===== src/design/pswr_pkg.sv =====
// Shared types, constants and the CRC-32 byte step for the PNG stored-deflate writer.
`default_nettype none
package pswr_pkg;

  localparam int DIM_W     = 13;
  localparam int RAW_W     = 28;
  localparam int CFG_IDX_W = 2;

  localparam logic [31:0] CRC_POLY  = 32'hEDB88320;
  localparam logic [31:0] CRC_INIT  = 32'hFFFFFFFF;
  localparam logic [16:0] ADLER_MOD = 17'd65521;
  localparam logic [15:0] BLOCK_MAX = 16'hFFFF;

  typedef enum logic [CFG_IDX_W-1:0] {
    REG_IMAGE_WIDTH  = 2'd0,
    REG_IMAGE_HEIGHT = 2'd1
  } cfg_reg_t;

  typedef enum logic {
    CMD_START = 1'b0,
    CMD_PIXEL = 1'b1
  } cmd_kind_t;

  typedef struct packed {
    cmd_kind_t        kind;
    logic [7:0]       red;
    logic [7:0]       green;
    logic [7:0]       blue;
    logic [7:0]       alpha;
    logic [DIM_W-1:0] width;
    logic [DIM_W-1:0] height;
  } cmd_t;

  function automatic logic [31:0] crc_byte(logic [31:0] c_in, logic [7:0] b);
    logic [31:0] c;
    c = c_in ^ {24'b0, b};
    for (int k = 0; k < 8; k++) begin
      c = c[0] ? (CRC_POLY ^ (c >> 1)) : (c >> 1);
    end
    return c;
  endfunction

endpackage
`default_nettype wire


===== src/design/png_stored_deflate_writer_top.sv =====
// Top level of the PNG stored-deflate writer: front end, back end and checks.
`default_nettype none
// The block emits one byte of the PNG file per cycle while the result queue has room;
// a pixel emits four bytes, five at a row start, plus five per stored-deflate block
// header; the last pixel adds twenty bytes for the Adler-32, IDAT CRC and IEND chunk,
// and a start emits 43. The back-end byte sequencer makes them; a four-entry command
// queue takes requests while it works; a two-entry result queue decouples the output.
module png_stored_deflate_writer_top import pswr_pkg::*; #(
  parameter int MAX_DIM = 4096
) (
  input  wire logic                 clk,
  input  wire logic                 rst,
  input  wire logic                 push,
  output logic                      full,
  input  wire logic                 command,
  input  wire logic [7:0]           red,
  input  wire logic [7:0]           green,
  input  wire logic [7:0]           blue,
  input  wire logic [7:0]           alpha,
  output logic                      empty,
  input  wire logic                 pop,
  output logic [7:0]                out_byte,
  output logic                      last_of_run,
  output logic                      end_of_image,
  input  wire logic                 cfg_valid,
  output logic                      cfg_ready,
  input  wire logic [CFG_IDX_W-1:0] cfg_index,
  input  wire logic [DIM_W-1:0]     cfg_data
);

  logic cmd_valid;
  logic cmd_pop;
  cmd_t cmd;

  pswr_front #(.MAX_DIM(MAX_DIM)) u_front (
    .clk       (clk),
    .rst       (rst),
    .push      (push),
    .full      (full),
    .command   (command),
    .red       (red),
    .green     (green),
    .blue      (blue),
    .alpha     (alpha),
    .cfg_valid (cfg_valid),
    .cfg_ready (cfg_ready),
    .cfg_index (cfg_index),
    .cfg_data  (cfg_data),
    .cmd_pop   (cmd_pop),
    .cmd_valid (cmd_valid),
    .cmd       (cmd)
  );

  pswr_back u_back (
    .clk          (clk),
    .rst          (rst),
    .cmd_valid    (cmd_valid),
    .cmd          (cmd),
    .cmd_pop      (cmd_pop),
    .empty        (empty),
    .pop          (pop),
    .out_byte     (out_byte),
    .last_of_run  (last_of_run),
    .end_of_image (end_of_image)
  );

  a_reset_empty: assert property (@(posedge clk) $past(rst) |-> empty)
    else $error("result queue not empty after reset");

  a_eoi_is_last: assert property (@(posedge clk) disable iff (rst)
    (!empty && end_of_image) |-> last_of_run)
    else $error("end of image without last of run");

  a_no_pop_when_empty: assert property (@(posedge clk) disable iff (rst)
    cmd_pop |-> cmd_valid)
    else $error("command queue popped while empty");

endmodule
`default_nettype wire


===== src/design/pswr_front.sv =====
// Front end: configuration registers, request classification and the command queue.
`default_nettype none
module pswr_front import pswr_pkg::*; #(
  parameter int MAX_DIM = 4096
) (
  input  wire logic                 clk,
  input  wire logic                 rst,
  input  wire logic                 push,
  output logic                      full,
  input  wire logic                 command,
  input  wire logic [7:0]           red,
  input  wire logic [7:0]           green,
  input  wire logic [7:0]           blue,
  input  wire logic [7:0]           alpha,
  input  wire logic                 cfg_valid,
  output logic                      cfg_ready,
  input  wire logic [CFG_IDX_W-1:0] cfg_index,
  input  wire logic [DIM_W-1:0]     cfg_data,
  input  wire logic                 cmd_pop,
  output logic                      cmd_valid,
  output cmd_t                      cmd
);

  localparam int CMD_DEPTH = 4;
  localparam int PTR_W     = $clog2(CMD_DEPTH);
  localparam int CNT_W     = $clog2(CMD_DEPTH + 1);

  logic [DIM_W-1:0] image_width;
  logic [DIM_W-1:0] image_height;
  cmd_t             q_mem [CMD_DEPTH];
  logic [PTR_W-1:0] wr_ptr;
  logic [PTR_W-1:0] rd_ptr;
  logic [CNT_W-1:0] count;
  logic             do_push;
  logic             do_pop;
  cmd_t             entry;

  function automatic logic [DIM_W-1:0] clamp_dim(logic [DIM_W-1:0] v);
    if (v == '0) begin
      return DIM_W'(1);
    end else if (int'(v) > MAX_DIM) begin
      return DIM_W'(MAX_DIM);
    end
    return v;
  endfunction

  assign cfg_ready = 1'b1;
  assign full      = (count == CNT_W'(CMD_DEPTH));
  assign cmd_valid = (count != '0);
  assign cmd       = q_mem[rd_ptr];
  assign do_push   = push && !full;
  assign do_pop    = cmd_pop && cmd_valid;

  always_comb begin
    entry.kind   = cmd_kind_t'(command);
    entry.red    = red;
    entry.green  = green;
    entry.blue   = blue;
    entry.alpha  = alpha;
    entry.width  = clamp_dim(image_width);
    entry.height = clamp_dim(image_height);
  end

  always_ff @(posedge clk) begin
    if (rst) begin
      image_width  <= DIM_W'(320);
      image_height <= DIM_W'(240);
    end else if (cfg_valid && cfg_ready) begin
      if (cfg_index == REG_IMAGE_WIDTH) begin
        image_width <= cfg_data;
      end else if (cfg_index == REG_IMAGE_HEIGHT) begin
        image_height <= cfg_data;
      end
    end
  end

  always_ff @(posedge clk) begin
    if (do_push) begin
      q_mem[wr_ptr] <= entry;
    end
  end

  always_ff @(posedge clk) begin
    if (rst) begin
      wr_ptr <= '0;
      rd_ptr <= '0;
      count  <= '0;
    end else begin
      if (do_push) begin
        wr_ptr <= wr_ptr + PTR_W'(1);
      end
      if (do_pop) begin
        rd_ptr <= rd_ptr + PTR_W'(1);
      end
      if (do_push && !do_pop) begin
        count <= count + CNT_W'(1);
      end else if (do_pop && !do_push) begin
        count <= count - CNT_W'(1);
      end
    end
  end

endmodule
`default_nettype wire


===== src/design/pswr_idat_len.sv =====
// Three-stage pipeline that computes the raw data length and the IDAT chunk length.
`default_nettype none
module pswr_idat_len import pswr_pkg::*; (
  input  wire logic             clk,
  input  wire logic [DIM_W-1:0] width,
  input  wire logic [DIM_W-1:0] height,
  output logic [RAW_W-1:0]      raw_len,
  output logic [31:0]           idat_len
);

  logic [RAW_W:0]   y;
  logic [12:0]      q;
  logic [16:0]      r;
  logic [12:0]      nblocks;
  logic [RAW_W-1:0] raw_len_d;

  always_comb begin
    y = {1'b0, raw_len} + (RAW_W + 1)'(65534);
    q = y[RAW_W:16];
    r = {1'b0, y[15:0]} + {4'b0, q};
  end

  always_ff @(posedge clk) begin
    raw_len   <= RAW_W'({15'b0, height} * ({2'b0, width, 2'b0} + 28'd1));
    nblocks   <= (r >= 17'd65535) ? q + 13'd1 : q;
    raw_len_d <= raw_len;
    idat_len  <= 32'd6 + {4'b0, raw_len_d} + ({19'b0, nblocks} * 32'd5);
  end

endmodule
`default_nettype wire


===== src/design/pswr_back.sv =====
// Back end: byte sequencer with running CRC-32 and Adler-32, and the result queue.
`default_nettype none
module pswr_back import pswr_pkg::*; (
  input  wire logic       clk,
  input  wire logic       rst,
  input  wire logic       cmd_valid,
  input  cmd_t            cmd,
  output logic            cmd_pop,
  output logic            empty,
  input  wire logic       pop,
  output logic [7:0]      out_byte,
  output logic            last_of_run,
  output logic            end_of_image
);

  typedef enum logic [1:0] {S_IDLE, S_START, S_PIX, S_TAIL} state_t;

  typedef struct packed {
    logic [7:0] data;
    logic       last;
    logic       eoi;
  } obyte_t;

  state_t           state;
  logic [5:0]       step;
  logic [2:0]       rix;
  logic [2:0]       hix;
  logic             image_open;
  logic [DIM_W-1:0] column_count;
  logic [DIM_W-1:0] row_count;
  logic [15:0]      block_fill;
  logic [RAW_W-1:0] raw_remaining;
  logic [15:0]      adler_low;
  logic [15:0]      adler_high;
  logic [31:0]      chunk_crc;
  logic [DIM_W-1:0] cur_w;
  logic [DIM_W-1:0] cur_h;
  logic [7:0]       px_r, px_g, px_b, px_a;

  logic [RAW_W-1:0] raw_len;
  logic [31:0]      idat_len;

  obyte_t           o_mem [2];
  logic             o_wr;
  logic             o_rd;
  logic [1:0]       o_cnt;
  logic             o_pop;
  logic             space;
  logic             adv;

  obyte_t           gen;
  logic             in_crc;
  logic             fin;
  logic             crc_clear;
  logic             load;
  logic             open_eff;
  logic [31:0]      crc_inv;
  logic [2:0]       erix;
  logic             need_hdr;
  logic [15:0]      len16;
  logic [7:0]       raw_b;
  logic [DIM_W:0]   col_inc;
  logic             wrap;
  logic [DIM_W:0]   row_inc;
  logic             done;
  logic [16:0]      low_sum;
  logic [15:0]      low_n;
  logic [16:0]      high_sum;
  logic [15:0]      high_n;
  logic [15:0]      fill_inc;

  pswr_idat_len u_len (
    .clk      (clk),
    .width    (cur_w),
    .height   (cur_h),
    .raw_len  (raw_len),
    .idat_len (idat_len)
  );

  assign o_pop        = pop && (o_cnt != 2'd0);
  assign empty        = (o_cnt == 2'd0);
  assign out_byte     = o_mem[o_rd].data;
  assign last_of_run  = o_mem[o_rd].last;
  assign end_of_image = o_mem[o_rd].eoi;
  assign space        = (o_cnt != 2'd2) || o_pop;
  assign adv          = (state != S_IDLE) && space;
  assign crc_inv      = ~chunk_crc;

  always_comb begin
    erix     = ((rix == 3'd0) && (column_count != '0)) ? 3'd1 : rix;
    need_hdr = (block_fill == 16'd0) && (hix != 3'd5);
    len16    = (raw_remaining > RAW_W'(65535)) ? BLOCK_MAX : raw_remaining[15:0];
    case (erix)
      3'd1:    raw_b = px_r;
      3'd2:    raw_b = px_g;
      3'd3:    raw_b = px_b;
      3'd4:    raw_b = px_a;
      default: raw_b = 8'd0;
    endcase
    col_inc  = {1'b0, column_count} + (DIM_W + 1)'(1);
    wrap     = col_inc >= {1'b0, cur_w};
    row_inc  = {1'b0, row_count} + {{DIM_W{1'b0}}, wrap};
    done     = row_inc >= {1'b0, cur_h};
    low_sum  = {1'b0, adler_low} + {9'b0, raw_b};
    low_n    = (low_sum >= ADLER_MOD) ? 16'(low_sum - ADLER_MOD) : low_sum[15:0];
    high_sum = {1'b0, adler_high} + {1'b0, low_n};
    high_n   = (high_sum >= ADLER_MOD) ? 16'(high_sum - ADLER_MOD) : high_sum[15:0];
    fill_inc = (block_fill == 16'hFFFE) ? 16'd0 : block_fill + 16'd1;
  end

  always_comb begin
    gen       = '0;
    in_crc    = 1'b0;
    fin       = 1'b0;
    crc_clear = 1'b0;
    case (state)
      S_START: begin
        case (step)
          6'd0:  gen.data = 8'h89;
          6'd1:  gen.data = 8'h50;
          6'd2:  gen.data = 8'h4E;
          6'd3:  gen.data = 8'h47;
          6'd4:  gen.data = 8'h0D;
          6'd5:  gen.data = 8'h0A;
          6'd6:  gen.data = 8'h1A;
          6'd7:  gen.data = 8'h0A;
          6'd11: gen.data = 8'd13;
          6'd12: gen.data = "I";
          6'd13: gen.data = "H";
          6'd14: gen.data = "D";
          6'd15: gen.data = "R";
          6'd18: gen.data = {3'b0, cur_w[12:8]};
          6'd19: gen.data = cur_w[7:0];
          6'd22: gen.data = {3'b0, cur_h[12:8]};
          6'd23: gen.data = cur_h[7:0];
          6'd24: gen.data = 8'd8;
          6'd25: gen.data = 8'd6;
          6'd29: gen.data = crc_inv[31:24];
          6'd30: gen.data = crc_inv[23:16];
          6'd31: gen.data = crc_inv[15:8];
          6'd32: gen.data = crc_inv[7:0];
          6'd33: gen.data = idat_len[31:24];
          6'd34: gen.data = idat_len[23:16];
          6'd35: gen.data = idat_len[15:8];
          6'd36: gen.data = idat_len[7:0];
          6'd37: gen.data = "I";
          6'd38: gen.data = "D";
          6'd39: gen.data = "A";
          6'd40: gen.data = "T";
          6'd41: gen.data = 8'h78;
          6'd42: gen.data = 8'h01;
          default: gen.data = 8'd0;
        endcase
        in_crc    = ((step >= 6'd12) && (step <= 6'd28)) || (step >= 6'd37);
        crc_clear = (step == 6'd0) || (step == 6'd32);
        fin       = (step == 6'd42);
        gen.last  = fin;
      end
      S_PIX: begin
        in_crc = 1'b1;
        if (need_hdr) begin
          case (hix)
            3'd0:    gen.data = {7'b0, raw_remaining <= RAW_W'(65535)};
            3'd1:    gen.data = len16[7:0];
            3'd2:    gen.data = len16[15:8];
            3'd3:    gen.data = ~len16[7:0];
            3'd4:    gen.data = ~len16[15:8];
            default: gen.data = 8'd0;
          endcase
        end else begin
          gen.data = raw_b;
          fin      = (erix == 3'd4) && !done;
          gen.last = fin;
        end
      end
      S_TAIL: begin
        case (step)
          6'd0:  gen.data = adler_high[15:8];
          6'd1:  gen.data = adler_high[7:0];
          6'd2:  gen.data = adler_low[15:8];
          6'd3:  gen.data = adler_low[7:0];
          6'd4:  gen.data = crc_inv[31:24];
          6'd5:  gen.data = crc_inv[23:16];
          6'd6:  gen.data = crc_inv[15:8];
          6'd7:  gen.data = crc_inv[7:0];
          6'd12: gen.data = "I";
          6'd13: gen.data = "E";
          6'd14: gen.data = "N";
          6'd15: gen.data = "D";
          6'd16: gen.data = crc_inv[31:24];
          6'd17: gen.data = crc_inv[23:16];
          6'd18: gen.data = crc_inv[15:8];
          6'd19: gen.data = crc_inv[7:0];
          default: gen.data = 8'd0;
        endcase
        in_crc    = (step <= 6'd3) || ((step >= 6'd12) && (step <= 6'd15));
        crc_clear = (step == 6'd7) || (step == 6'd19);
        fin       = (step == 6'd19);
        gen.last  = fin;
        gen.eoi   = fin;
      end
      default: begin
        gen = '0;
      end
    endcase
  end

  always_comb begin
    open_eff = image_open;
    if (adv && fin && (state == S_START)) begin
      open_eff = 1'b1;
    end else if (adv && fin && (state == S_TAIL)) begin
      open_eff = 1'b0;
    end
  end

  assign load    = cmd_valid && ((state == S_IDLE) || (fin && adv));
  assign cmd_pop = load;

  always_ff @(posedge clk) begin
    if (rst) begin
      state         <= S_IDLE;
      step          <= '0;
      rix           <= '0;
      hix           <= '0;
      image_open    <= 1'b0;
      column_count  <= '0;
      row_count     <= '0;
      block_fill    <= '0;
      raw_remaining <= '0;
      adler_low     <= 16'd1;
      adler_high    <= 16'd0;
      chunk_crc     <= CRC_INIT;
      cur_w         <= '0;
      cur_h         <= '0;
    end else begin
      if (adv) begin
        if (crc_clear) begin
          chunk_crc <= CRC_INIT;
        end else if (in_crc) begin
          chunk_crc <= crc_byte(chunk_crc, gen.data);
        end
        step <= step + 6'd1;
        if (fin) begin
          state <= S_IDLE;
        end
        case (state)
          S_START: begin
            if (fin) begin
              image_open    <= 1'b1;
              column_count  <= '0;
              row_count     <= '0;
              block_fill    <= '0;
              raw_remaining <= raw_len;
              adler_low     <= 16'd1;
              adler_high    <= 16'd0;
            end
          end
          S_PIX: begin
            if (need_hdr) begin
              hix <= hix + 3'd1;
            end else begin
              hix        <= '0;
              rix        <= erix + 3'd1;
              adler_low  <= low_n;
              adler_high <= high_n;
              block_fill <= fill_inc;
              if (raw_remaining != '0) begin
                raw_remaining <= raw_remaining - RAW_W'(1);
              end
              if (erix == 3'd4) begin
                column_count <= wrap ? '0 : col_inc[DIM_W-1:0];
                row_count    <= row_inc[DIM_W-1:0];
                if (done) begin
                  state <= S_TAIL;
                  step  <= '0;
                end
              end
            end
          end
          S_TAIL: begin
            if (fin) begin
              image_open    <= 1'b0;
              column_count  <= '0;
              row_count     <= '0;
              block_fill    <= '0;
              raw_remaining <= '0;
            end
          end
          default: begin
          end
        endcase
      end
      if (load) begin
        step <= '0;
        rix  <= '0;
        hix  <= '0;
        if (cmd.kind == CMD_START) begin
          state <= S_START;
          cur_w <= cmd.width;
          cur_h <= cmd.height;
        end else if (open_eff) begin
          state <= S_PIX;
          px_r  <= cmd.red;
          px_g  <= cmd.green;
          px_b  <= cmd.blue;
          px_a  <= cmd.alpha;
        end else begin
          state <= S_IDLE;
        end
      end
    end
  end

  always_ff @(posedge clk) begin
    if (adv) begin
      o_mem[o_wr] <= gen;
    end
  end

  always_ff @(posedge clk) begin
    if (rst) begin
      o_wr  <= 1'b0;
      o_rd  <= 1'b0;
      o_cnt <= 2'd0;
    end else begin
      if (adv) begin
        o_wr <= ~o_wr;
      end
      if (o_pop) begin
        o_rd <= ~o_rd;
      end
      if (adv && !o_pop) begin
        o_cnt <= o_cnt + 2'd1;
      end else if (o_pop && !adv) begin
        o_cnt <= o_cnt - 2'd1;
      end
    end
  end

endmodule
`default_nettype wire


===== config.mk =====
export PLATFORM = sky130hd
export DESIGN_NAME = png_stored_deflate_writer_top
export DESIGN_NICKNAME = d
export VERILOG_FILES = /design/src/design/pswr_pkg.sv /design/src/design/png_stored_deflate_writer_top.sv /design/src/design/pswr_front.sv /design/src/design/pswr_idat_len.sv /design/src/design/pswr_back.sv
export SDC_FILE = /design/constraint.sdc
export NUM_CORES = 2
export LEC_CHECK = 0
export ABC_AREA = 1
export BUFFER_PORTS_ARGS = -buffer_cell sky130_fd_sc_hd__buf_2
export CORE_ASPECT_RATIO = 1.4
export CORE_MARGIN = 1.5
export CORE_UTILIZATION = 65
export DETAILED_ROUTE_END_ITERATION = 10
export PLACE_DENSITY_LB_ADDON = 0.12
export SKIP_LAST_GASP = 1
export SYNTH_ARGS = -nofsm -noshare
export SYNTH_HDL_FRONTEND = slang
export SYNTH_SLANG_ARGS = --single-unit

===== constraint.sdc =====
create_clock -name clk -period 13.5 [get_ports clk]
set_input_delay 1.35 -clock clk [delete_from_list [all_inputs] [get_ports clk]]
set_output_delay 1.35 -clock clk [all_outputs]
set_load 0.02 [all_outputs]

==> flow_summary.json <==
{
  "finalCriticalPeriod_ps": 8159,
  "final_area_um2": 41250,
  "row_count": 105,
  "sw_frac_of_total": 0.4729,
  "synth_ff_type": "dfxtp_1",
  "drc": 0,
  "ir_drop_mv": 0.1475,
  "rsz0062_at_grt": "no",
  "finalCritPeriodShare": 0.6043,
  "cts_buffers": 57,
  "cts_sinks": 601,
  "met2_usage": 0.6054,
  "fin_util": 0.7040,
  "worst_slack_ps": 5341,
  "yosysMostFrequentCell": "nand2_1",
  "antenna_left": 0,
  "grt_pass1_wl_um": 167300,
  "status": "completed",
  "yosys.cell_types.count": 62,
  "combPwrFrac": 0.512,
  "wl_per_cell_um": 19.01,
  "grt_start_max_net_pins": 79,
  "clk_pin_slew_ps": 70,
  "worst-endpoint-arrival_ps": 8630,
  "clkLatencyLatePin_ps": 640,
  "antenna_cells": 0,
  "drv_slew": 0,
  "grt-busiest-layer": "met2",
  "grtUsageTotal": 0.3505,
  "die_h_um": 291.1,
  "intPower_uw": 4674,
  "syn2layout_area_growth_pct": 7.018,
  "hold_viol_final": 0,
  "cts_tree": "done",
  "pwr-share-seq": 0.306,
  "cpMaxStageDelayCell": "dfxtp_1",
  "drt_wl_total_um": 107100,
  "drive_above_1_share": 0.05322,
  "overflow": 0,
  "io_pins": 66,
  "synth_seq_cells": 601,
  "r2r_end": "u_back.adler_high[4]",
  "cpPeakStageDelay_ps": 510,
  "hold_path_startpoint": "u_back.u_len.raw_len[7]",
  "dp_hpwl_um": 79640,
  "max_freq_mhz": 122.6,
  "min_to": "u_back.u_len.raw_len_d[7]",
  "p_switching_uw": 4193,
  "gr-usage-met1": 0.4149,
  "dieArea_um2": 60790,
  "ctsRootBufferMaster": "clkbuf_16",
  "ctsResizeCount": 0,
  "die_width_um": 208.8,
  "holdBufCountCts": 0,
  "synth-seq-area-share": 0.3869,
  "synth_cells": 4858,
  "vias": 32790,
  "avgViaCountPerCell": 5.820,
  "synth_warnings": 0,
  "skew_ps": 26.34,
  "setup.worst_path.start_class": "register",
  "crit_type": "reg -> reg",
  "timing.setup.tns_ps": 0,
  "yosys-top-cells-area": "edfxtp_1, dfxtp_1, nand2_1",
  "htree_levels": 2,
  "hold_depth": 0,
  "syn_area_um2": 38550,
  "synth_commonest_cells": "nand2_1, inv_1, nor2_1",
  "syn_nets": 5282,
  "end_kind": "register",
  "dr.pass1.iters": 6,
  "critPathRequiredTime_ps": 13970,
  "maxCapViolations": 0,
  "r2r-start": "u_back.rix[2]",
  "fin_nets": 5261,
  "async_reset_ff_frac": 0,
  "start_util": 0.6578,
  "leakage_uw": 0.01931,
  "io_buffers": 64,
  "finalSetupViolations": 0,
  "place_congestion": 1.035,
  "rr_worst_depth": 38,
  "power_density_nw_per_um2": 215.0,
  "synth-edff-count": 288,
  "clk_path_buf_depth": 3,
  "grt_pass1_vias": 31510,
  "synth_top_area_frac": 0.2244,
  "path_max_fanout": 26,
  "synth_area_leader_cell": "edfxtp_1",
  "dp_slack_ps": 5503,
  "worstMarginPinSlew_ps": 1107,
  "cts_setup_buffers": 0,
  "met3_usage": 0.04003,
  "first_iter_violations": 2840,
  "hold_class": "reg -> reg",
  "power_frac_clock": 0.183,
  "r2r_setup_slack_ps": 5340,
  "avgSynthCellArea_um2": 7.934,
  "antenna_found_initial": 0,
  "post_dp_cell_area_um2": 39340,
  "critPathMostFrequentCell": "nand2_1",
  "core_um2": 58590,
  "maxSlewHeadroom": 0.2591
}
## through the flow
stage,total power [µW],std cells,hold slack [ps]
after global placement,7104,5527,365.3
after CTS,8815,5634,377.1
after detailed placement,7185,5527,366.3
final,8867,5634,383.6
after global routing,9518,5634,400.6
after floorplan,5899,4858,330.8
## worst max path at each step
| stage | from | to | cells after the start |
|---|---|---|---|
| 2_1_floorplan | u_back.rix[2] | u_back.adler_high[12] | 47 |
| 3_3_place_gp | u_back.rix[2] | u_back.adler_high[13] | 38 |
| 3_5_place_dp | u_back.rix[2] | u_back.adler_high[10] | 38 |
| 4_1_cts | u_back.rix[2] | u_back.adler_high[11] | 39 |
| 5_1_grt | u_back.rix[2] | u_back.adler_high[11] | 39 |
| 6_report | u_back.rix[2] | u_back.adler_high[4] | 38 |
## cell usage in the layout, fill, tap and decap left out, types with 32 or more instances in the layout
master / n
ha_1: 222
clkbuf_16: 58
o22ai_1: 72
dfxtp_1: 311
nand3_1: 303
nor2_1: 436
xnor2_1: 35
nand4_1: 86
nand2_1: 1058
o21ai_0: 298
inv_1: 737
edfxtp_1: 288
xor2_1: 131
a211oi_1: 32
buf_2: 63
nor3_1: 50
fa_1: 149
a21oi_1: 268
## kinds of logic after synthesis
kind of cell,after synthesis,synth area share
xor gates and xnor gates,167,0.03814
and+or+nand+nor,2013,0.2193
DFF,601,0.3869
buffers and inverters,923,0.09189
adders and majority gates,371,0.1494
AOI/OAI and AO/OA,772,0.1112
muxes,10,0.002921
other,1,0.00009729
## sequential cells by signal, indices dropped and copies added, names as in the netlist, 16 cells and up, named ones only
name,count
u_front.q_mem,236
u_back.o_mem,20
u_back.u_len.raw_len_d,28
u_back.block_fill,16
u_back.raw_remaining,28
u_back.u_len.raw_len,28
u_back.u_len.idat_len,29
u_back.adler_high,16
u_back.adler_low,16
u_back.chunk_crc,32
## routing by layer
| layer | vias to the layer above | wire (µm) |
|---|---|---|
| li1 | 15840 | - |
| met1 | 15330 | 39980 |
| met2 | 1283 | 52560 |
| met3 | 335 | 6955 |
| met4 | 0 | 7592 |
| met5 | - | 0 |
## critical path: cells and delay by family (launching register included)
| family | cells | cell delay (ps) |
|---|---|---|
| buf+inv | 6 | 1020 |
| compound gates | 6 | 1260 |
| xor+xnor | 2 | 710 |
| fa+ha+maj | 4 | 1150 |
| flops | 1 | 510 |
| simple gates | 20 | 3310 |
## power groups by stage
stage,Sequential [µW],Combinational [µW],Clock [µW]
2_1_floorplan,2480,3420,0
3_3_place_gp,2720,4390,0
3_5_place_dp,2730,4460,0
4_1_cts,2690,4490,1630
5_1_grt,2740,5080,1700
6_report,2710,4540,1620
## area by class of cell
type                    instances  area [µm²]
clock buffers                  75        1595
inverters                     751        2819
flip-flops and latches        601       14920
clock inverters                32       319.1
multi-input cells            3334       20130
well taps                     749       937.1
repair buffers                 92       533.0
fillers                      4860       17340
No activity file was read; power rests on OpenSTA's default activity.
